File: src/hw/rtl/clrfs_pkg.sv
package clrfs_pkg;

  // ring geometry (slot count is a power of two)
  localparam int unsigned FRAME_SLOTS   = 2048;
  localparam int unsigned SLOT_W        = $clog2(FRAME_SLOTS);
  localparam int unsigned PAYLOAD_WORDS = 20;
  localparam int unsigned RING_DEPTH    = FRAME_SLOTS * PAYLOAD_WORDS;
  localparam int unsigned RING_AW       = $clog2(RING_DEPTH);
  localparam int unsigned STAGE_AW      = $clog2(PAYLOAD_WORDS);

  // datagram and packet sizes
  localparam int unsigned FRAME_BYTES = 164;
  localparam int unsigned SEQ_BYTES   = 4;
  localparam int unsigned LEN_W       = 11;
  localparam int unsigned LEN_MAX     = 2047;
  localparam logic [15:0] LONG_PKT    = 16'd323;
  localparam logic [15:0] SHORT_PKT   = 16'd162;

  // output word counter
  localparam int unsigned IDX_W = 6;
  localparam logic [IDX_W-1:0] IDX_PAYLOAD_END = IDX_W'(PAYLOAD_WORDS);
  localparam logic [IDX_W-1:0] IDX_LAST_NONE   = IDX_W'(PAYLOAD_WORDS - 1);
  localparam logic [IDX_W-1:0] IDX_LAST_SHORT  = IDX_W'(PAYLOAD_WORDS);
  localparam logic [IDX_W-1:0] IDX_LAST_LONG   = IDX_W'(2 * PAYLOAD_WORDS);

  // byte counts of output words
  localparam logic [3:0] BYTES_FULL       = 4'd8;
  localparam logic [3:0] BYTES_SHORT_TAIL = 4'd2;
  localparam logic [3:0] BYTES_LONG_TAIL  = 4'd3;

  // configuration register indexes
  typedef enum logic [1:0] {
    CFG_CREDIT_PER_FRAME    = 2'd0,
    CFG_CREDIT_CAP          = 2'd1,
    CFG_REDUNDANCY_DISTANCE = 2'd2
  } cfg_index_e;

  localparam logic [15:0] CREDIT_PER_FRAME_RST = 16'd310;
  localparam logic [15:0] CREDIT_CAP_RST       = 16'd1000;
  localparam logic [7:0]  DISTANCE_RST         = 8'd2;

  typedef enum logic [2:0] {
    TX_IDLE,
    TX_CREDIT,
    TX_DECIDE,
    TX_READ,
    TX_EMIT
  } tx_state_e;

  typedef enum logic [1:0] {
    MODE_NONE,
    MODE_SHORT,
    MODE_LONG
  } mode_e;

  typedef struct packed {
    logic [63:0] in_word;
    logic [3:0]  in_bytes;
    logic        in_last;
  } in_t;

  typedef struct packed {
    logic [63:0] out_word;
    logic [3:0]  out_bytes;
    logic        out_last;
  } out_t;

  typedef struct packed {
    logic [15:0] credit_per_frame;
    logic [15:0] credit_cap;
    logic [7:0]  redundancy_distance;
  } cfg_t;

  typedef struct packed {
    logic        done;
    logic [31:0] seq;
  } frame_t;

  typedef struct packed {
    logic                re;
    logic [STAGE_AW-1:0] addr;
  } stage_rd_t;

  typedef struct packed {
    logic               we;
    logic [RING_AW-1:0] waddr;
    logic [63:0]        wdata;
    logic               re;
    logic [RING_AW-1:0] raddr;
  } ring_req_t;

endpackage

File: src/hw/rtl/clrfs_tx.sv
module clrfs_tx (
  input  logic                  clk_i,
  input  logic                  rst_ni,
  input  clrfs_pkg::cfg_t       cfg_i,
  input  clrfs_pkg::frame_t     frame_i,
  output clrfs_pkg::stage_rd_t  stage_rd_o,
  input  logic [63:0]           stage_data_i,
  output clrfs_pkg::ring_req_t  ring_req_o,
  input  logic [63:0]           ring_data_i,
  output logic                  idle_o,
  output logic                  out_valid_o,
  input  logic                  out_ready_i,
  output clrfs_pkg::out_t       out_data_o
);

  clrfs_pkg::tx_state_e state_q, state_d;
  clrfs_pkg::mode_e     mode_q, mode_d;
  logic [15:0] credit_q, credit_d;
  logic [clrfs_pkg::IDX_W-1:0] idx_q, idx_d;
  logic [63:0] prev_q, prev_d;
  logic [clrfs_pkg::RING_AW-1:0] slot_base_q, slot_base_d;
  logic [clrfs_pkg::RING_AW-1:0] back_base_q, back_base_d;
  logic [clrfs_pkg::SLOT_W-1:0]  bslot_q, bslot_d;
  logic seq_ge_q, seq_ge_d;
  logic out_valid_q, out_valid_d;
  clrfs_pkg::out_t out_q, out_d;

  // state register
  always_ff @(posedge clk_i or negedge rst_ni) begin
    if (!rst_ni) begin
      state_q     <= clrfs_pkg::TX_IDLE;
      mode_q      <= clrfs_pkg::MODE_NONE;
      credit_q    <= '0;
      idx_q       <= '0;
      out_valid_q <= 1'b0;
    end else begin
      state_q     <= state_d;
      mode_q      <= mode_d;
      credit_q    <= credit_d;
      idx_q       <= idx_d;
      out_valid_q <= out_valid_d;
    end
  end

  // working registers
  always_ff @(posedge clk_i) begin
    prev_q      <= prev_d;
    slot_base_q <= slot_base_d;
    back_base_q <= back_base_d;
    bslot_q     <= bslot_d;
    seq_ge_q    <= seq_ge_d;
    out_q       <= out_d;
  end

  // sequencer
  always_comb begin
    logic [16:0] sum;
    logic [32:0] diff;
    logic [63:0] src;
    logic        need_out;
    logic        go;
    logic [clrfs_pkg::IDX_W-1:0] last_idx;
    state_d     = state_q;
    mode_d      = mode_q;
    credit_d    = credit_q;
    idx_d       = idx_q;
    prev_d      = prev_q;
    slot_base_d = slot_base_q;
    back_base_d = back_base_q;
    bslot_d     = bslot_q;
    seq_ge_d    = seq_ge_q;
    out_d       = out_q;
    out_valid_d = out_valid_q;
    stage_rd_o  = '0;
    ring_req_o  = '0;
    sum  = {1'b0, credit_q} + {1'b0, cfg_i.credit_per_frame};
    diff = {1'b0, frame_i.seq} - {25'b0, cfg_i.redundancy_distance};
    src  = (idx_q < clrfs_pkg::IDX_PAYLOAD_END) ? stage_data_i : ring_data_i;
    need_out = (mode_q != clrfs_pkg::MODE_NONE);
    go = !need_out || !out_valid_q || out_ready_i;
    case (mode_q)
      clrfs_pkg::MODE_LONG:  last_idx = clrfs_pkg::IDX_LAST_LONG;
      clrfs_pkg::MODE_SHORT: last_idx = clrfs_pkg::IDX_LAST_SHORT;
      default:               last_idx = clrfs_pkg::IDX_LAST_NONE;
    endcase

    // output beat taken downstream
    if (out_valid_q && out_ready_i) begin
      out_valid_d = 1'b0;
    end

    unique case (state_q)
      clrfs_pkg::TX_IDLE: begin
        if (frame_i.done) begin
          state_d = clrfs_pkg::TX_CREDIT;
        end
      end
      clrfs_pkg::TX_CREDIT: begin
        credit_d = (sum > {1'b0, cfg_i.credit_cap}) ? cfg_i.credit_cap : sum[15:0];
        slot_base_d = clrfs_pkg::RING_AW'(frame_i.seq[clrfs_pkg::SLOT_W-1:0]) *
                      clrfs_pkg::RING_AW'(clrfs_pkg::PAYLOAD_WORDS);
        seq_ge_d = !diff[32];
        bslot_d  = diff[clrfs_pkg::SLOT_W-1:0];
        state_d  = clrfs_pkg::TX_DECIDE;
      end
      clrfs_pkg::TX_DECIDE: begin
        back_base_d = clrfs_pkg::RING_AW'(bslot_q) *
                      clrfs_pkg::RING_AW'(clrfs_pkg::PAYLOAD_WORDS);
        if (credit_q >= clrfs_pkg::LONG_PKT && seq_ge_q) begin
          mode_d   = clrfs_pkg::MODE_LONG;
          credit_d = credit_q - clrfs_pkg::LONG_PKT;
        end else if (credit_q >= clrfs_pkg::SHORT_PKT) begin
          mode_d   = clrfs_pkg::MODE_SHORT;
          credit_d = credit_q - clrfs_pkg::SHORT_PKT;
        end else begin
          mode_d = clrfs_pkg::MODE_NONE;
        end
        idx_d   = '0;
        state_d = clrfs_pkg::TX_READ;
      end
      clrfs_pkg::TX_READ: begin
        // fetch the source word of this output beat
        if (idx_q < clrfs_pkg::IDX_PAYLOAD_END) begin
          stage_rd_o.re   = 1'b1;
          stage_rd_o.addr = idx_q[clrfs_pkg::STAGE_AW-1:0];
        end else if (mode_q == clrfs_pkg::MODE_LONG && idx_q < clrfs_pkg::IDX_LAST_LONG) begin
          ring_req_o.re    = 1'b1;
          ring_req_o.raddr = back_base_q +
                             clrfs_pkg::RING_AW'(idx_q - clrfs_pkg::IDX_PAYLOAD_END);
        end
        state_d = clrfs_pkg::TX_EMIT;
      end
      clrfs_pkg::TX_EMIT: begin
        if (go) begin
          // store the payload word in its ring slot
          if (idx_q < clrfs_pkg::IDX_PAYLOAD_END) begin
            ring_req_o.we    = 1'b1;
            ring_req_o.waddr = slot_base_q + clrfs_pkg::RING_AW'(idx_q);
            ring_req_o.wdata = src;
          end
          // build the packet beat
          if (need_out) begin
            out_valid_d        = 1'b1;
            out_d.out_bytes    = clrfs_pkg::BYTES_FULL;
            out_d.out_last     = 1'b0;
            if (idx_q == '0) begin
              out_d.out_word = {frame_i.seq[15:0], src[63:16]};
            end else if (idx_q < clrfs_pkg::IDX_PAYLOAD_END) begin
              out_d.out_word = {prev_q[15:0], src[63:16]};
            end else if (mode_q == clrfs_pkg::MODE_SHORT) begin
              out_d.out_word  = {prev_q[15:0], 48'b0};
              out_d.out_bytes = clrfs_pkg::BYTES_SHORT_TAIL;
              out_d.out_last  = 1'b1;
            end else if (idx_q == clrfs_pkg::IDX_PAYLOAD_END) begin
              out_d.out_word = {prev_q[15:0], cfg_i.redundancy_distance, src[63:24]};
            end else if (idx_q < clrfs_pkg::IDX_LAST_LONG) begin
              out_d.out_word = {prev_q[23:0], src[63:24]};
            end else begin
              out_d.out_word  = {prev_q[23:0], 40'b0};
              out_d.out_bytes = clrfs_pkg::BYTES_LONG_TAIL;
              out_d.out_last  = 1'b1;
            end
          end
          prev_d = src;
          if (idx_q == last_idx) begin
            state_d = clrfs_pkg::TX_IDLE;
          end else begin
            idx_d   = idx_q + 1'b1;
            state_d = clrfs_pkg::TX_READ;
          end
        end
      end
      default: begin
        state_d = clrfs_pkg::TX_IDLE;
      end
    endcase
  end

  assign idle_o      = (state_q == clrfs_pkg::TX_IDLE);
  assign out_valid_o = out_valid_q;
  assign out_data_o  = out_q;

endmodule

File: config.mk
export PLATFORM = sky130hd
export DESIGN_NAME = clrfs_tx
export DESIGN_NICKNAME = d
export VERILOG_FILES = /design/src/hw/rtl/clrfs_pkg.sv /design/src/hw/rtl/clrfs_tx.sv
export SDC_FILE = /design/constraint.sdc
export NUM_CORES = 1
export LEC_CHECK = 0
export ABC_AREA = 1
export BUFFER_PORTS_ARGS = -buffer_cell sky130_fd_sc_hd__buf_2
export CORE_MARGIN = 2
export CORE_UTILIZATION = 53
export DETAILED_ROUTE_END_ITERATION = 7
export GPL_TIMING_DRIVEN = 0
export HOLD_SLACK_MARGIN = 0.08
export PLACE_DENSITY = 0.82
export SETUP_SLACK_MARGIN = 0.4
export SLEW_MARGIN = 20
export SYNTH_ARGS = -nofsm -noshare
export SYNTH_HDL_FRONTEND = slang
export SYNTH_SLANG_ARGS = --single-unit
File: constraint.sdc
create_clock -name clk_i -period 7.5 [get_ports clk_i]
set_input_delay 1.5 -clock clk_i [delete_from_list [all_inputs] [get_ports clk_i]]
set_output_delay 1.5 -clock clk_i [all_outputs]
set_load 0.05 [all_outputs]
==> metrics.md <==
| Metric | Value |
|---|---|
| Post-synth net total | `1,831` |
| Startpoint types | `flop` |
| DRT Pass-1 Iters | `7` |
| Pwr Density | `357 nW/um^2` |
| Post-synthesis sequential area ratio | `0.384` |
| Clock buffer count from CTS | `17` |
| CP required | `6.00 ns` |
| CTS tree | `done` |
| Post-synthesis simple-gate area fraction | `0.218` |
| Post-Syn Area | `12,100 sq um` |
| Die ar. | `24,000 sq um` |
| Hold Crit Class | `flop to flop` |
| Post-CTS setup buffer count | `0` |
| Worst Reg-to-Reg Cells | `23` |
| Crit Path Max Fanout | `10` |
| Overall Power | `5.37 mW` |
| Post-synthesis mux area share | `0.000934` |
| Final net count | `2,237` |
| Clk root buf | `clkbuf_16` |
| Synth top area share | `0.326` |
| DRC | `0` |
| CP arrival | `4.55 ns` |
| Synth-to-Final Area Change | `24.6%` |
| Vias per cell | `5.62` |
| Number of synthesized flops with an enable pin | `131` |
| Synth async-reset ratio | `0.176` |
| Number of global-route vias before repair | `11,897` |
| Worst Clk Skew | `0.0174 ns` |
| Post-synthesis xor/xnor area fraction | `0.0494` |
| Crit path largest cell delay | `0.59 ns` |
| HPWL Detailed | `35,800 um` |
| Initial antenna violation count | `8` |
| Slew @ Worst Pin | `0.861 ns` |
| Synth Area in Compound Gates | `0.134` |
| All-layer global routing usage | `0.359` |
| Port Buffers | `377` |
| Cell variety after synth | `55` |
| Top Ports | `379` |
| Share of cells above drive strength 1 | `0.252` |
| Multi-input gate area | `6330 sq um` |
| Tcrit/Tclk final | `0.807` |
| Site row count | `55` |
| Rel. slew slack | `0.420` |
| Cell accounting for the most synthesized area | `edfxtp_1` |
| Die W | `155 um` |
| Post-synthesis register bit count | `159` |
| Largest family of logic cells by synthesized area | `simple AND/OR/NAND/NOR gates` |
| Ys flop type | `edfxtp_1` |
| Leak | `7.58 nW` |
| Routed wire length | `43,500 um` |
| Top cells by count, synth | `nand2_1 (234), inv_1 (213), nor2_1 (176), nand3_1 (135), edfxtp_1 (131)` |
| Grt ovf | `0` |
| Most frequent cell after synthesis | `nand2_1` |
| CTS sink count | `159` |
| Initial core utilization | `0.536` |
| Initial drt markers | `1,278` |
| Die Span Y | `155 um` |
| Final Hold Vio Count | `0` |
| Maximum operating frequency | `165 MHz` |
| Drt wl/cell | `19.6 um` |
| Clk buf depth | `2` |
| DRT antenna net count | `0` |
| CTS Hold Bufs | `0` |
| Register area | `4630 sq um` |
| First-pass GRT wire length | `65,200 um` |
| Crit path kind | `flop to output pin` |
| Clock Latency Late Sink | `0.45 ns` |
| Critical Path, Cell by Cell | `inv_1 -> a21oi_1 -> nor2_1 -> inv_1 -> buf_2 -> buf_2 -> nand2_1 -> ha_1 -> nand4_1 -> o211a_1 -> o21ai_0 -> a21oi_1 -> o21ai_0 -> o21ai_0 -> a21oi_1 -> buf_2` |
| Post-layout min period | `6.05 ns` |
| Fillcell total | `1,925` |
| Hold Crit Depth | `0` |
| Crit end category | `output pin` |
| Synth Area in Adders | `0.120` |
| Top post-synthesis cells by area | `edfxtp_1 (33%), ha_1 (11%), nand2_1 (7.3%)` |
| CTS-repair resized insts | `0` |
| Status | `completed` |
| Cells after Synth | `1,515` |
| Gpl congestion | `0.913` |
| Endpoints failing setup | `0` |
| Mean post-synth cell area | `7.96 sq um` |
| Vias | `12,498` |
| Slowest CP cell | `dfrtp_1` |
| Worst vdd ir | `0.000192 V` |
| Clock-pin slew on the worst setup and hold paths | `0.07 ns` |
| RSZ-0062 raised after global routing | `no` |
| H-tree levels | `4` |
| Largest net degree at the start of global routing | `29` |
| Setup total negative slack | `0 ns` |
| Synth warnings | `0` |
| Max_cap viols | `0` |
| Final Max Slew Viols | `0` |
| CORE AREA | `22,500 sq um` |
layout make-up:
cell class / count / share of cell area
diodes: 5 / 0.000832
plain buffers: 52 / 0.0184
clock buffers: 17 / 0.0283
clock inverters: 15 / 0.0127
inverters: 222 / 0.0558
multi-input cells: 1082 / 0.421
flip-flops and latches: 159 / 0.308
well taps: 285 / 0.0237
repair buffers: 387 / 0.131
worst max-delay path: cells and delay by family (launching register included):
kind                       cells  cell delay, ns
AOI/OAI and AO/OA              7            1.39
adders and majority gates      1            0.38
buffers and inverters          5            1.37
and+or+nand+nor                3            0.36
DFF                            1            0.59
registers in the layout, indices dropped and copies added, names as in the netlist:
| name | flops |
|---|---|
| out_data_o | 67 |
| state_q | 3 |
| slot_base_q | 14 |
| credit_q | 16 |
| mode_q | 2 |
| bslot_q | 11 |
| seq_ge_q | 1 |
| back_base_q | 14 |
| out_valid_o | 1 |
| idx_q | 6 |
| prev_q | 24 |
power breakdown:
group          internal, mW  total (mW)  switching [mW]
clock                 0.481       0.908           0.427
sequential             1.24        1.41           0.162
combinational          1.01        3.06            2.05
total                  2.73        5.37            2.64
routing by layer:
metal / track usage / part of all wire / vias up
met3: 0.0947 / 0.10 / 126
met1: 0.439 / 0.37 / 5786
met4: 0.169 / 0.044 / 4
met5: 0 / 0.00064 / -
met2: 0.597 / 0.48 / 645
li1: - / - / 5937
worst paths after layout:
kind / endpoint / slack (ns) / from
max in group asynchronous: idx_q[0]$_DFFE_PN0P_ / 5.97 / rst_ni
worst min-delay path: back_base_q[3]$_DFFE_PP_ / 0.47 / bslot_q[1]$_DFFE_PP_
worst max register to register: credit_q[0]$_DFFE_PN0P_ / 3.58 / credit_q[2]$_DFFE_PN0P_
worst min register to register: back_base_q[3]$_DFFE_PP_ / 0.47 / bslot_q[1]$_DFFE_PP_
min in group asynchronous: credit_q[0]$_DFFE_PN0P_ / 1.10 / rst_ni
worst max-delay path: ring_req_o[13] / 1.45 / idx_q[2]$_DFFE_PN0P_
stage by stage:
stage                     utilization  cells  hold slack, ns  instance area [sq um]  setup WS [ns]
after floorplan                     -   1515           0.433                  12100          0.823
after detailed placement        0.640   2187           0.454                  14400           1.93
after global routing            0.668   2223           0.466                  15000           1.12
final                           0.668   2224           0.467                  15000           1.45
after CTS                       0.668   2219           0.463                  15000           1.59
after global placement          0.636   2177           0.450                  14300          -1.49
layout by cell type (no fill, tap or decap), types with 4 or more instances in the layout:
| cell type | count |
|---|---|
| clkinv_8 | 4 |
| edfxtp_1 | 131 |
| o21ai_1 | 5 |
| nand3b_1 | 4 |
| diode_2 | 5 |
| buf_6 | 8 |
| nor3_1 | 12 |
| nor2_2 | 5 |
| a31oi_1 | 17 |
| nand2_2 | 6 |
| xnor2_1 | 18 |
| inv_2 | 4 |
| inv_6 | 5 |
| nor4_1 | 8 |
| nand4_1 | 14 |
| clkbuf_1 | 22 |
| nand3_1 | 135 |
| inv_1 | 213 |
| xor2_1 | 50 |
| fa_1 | 6 |
| nor3_2 | 4 |
| o21a_1 | 4 |
| nand2_1 | 234 |
| a21oi_1 | 119 |
| o21ai_0 | 115 |
| dfrtp_1 | 28 |
| o211ai_1 | 4 |
| ha_1 | 106 |
| buf_2 | 397 |
| a21o_1 | 5 |
| nor2_1 | 175 |
| buf_4 | 11 |
| o22ai_1 | 4 |
| clkbuf_16 | 17 |
cell families (layout without fill, tap and decap cells):
| logic type | count (synthesis) | count (layout) |
|---|---|---|
| simple gates | 607 | 607 |
| buf+inv | 274 | 693 |
| other cells | 1 | 6 |
| xor+xnor | 68 | 68 |
| fa+ha+maj | 112 | 112 |
| flops | 159 | 159 |
| compound gates | 293 | 293 |
| mux | 1 | 1 |
No activity file was read; power rests on OpenSTA's default activity.
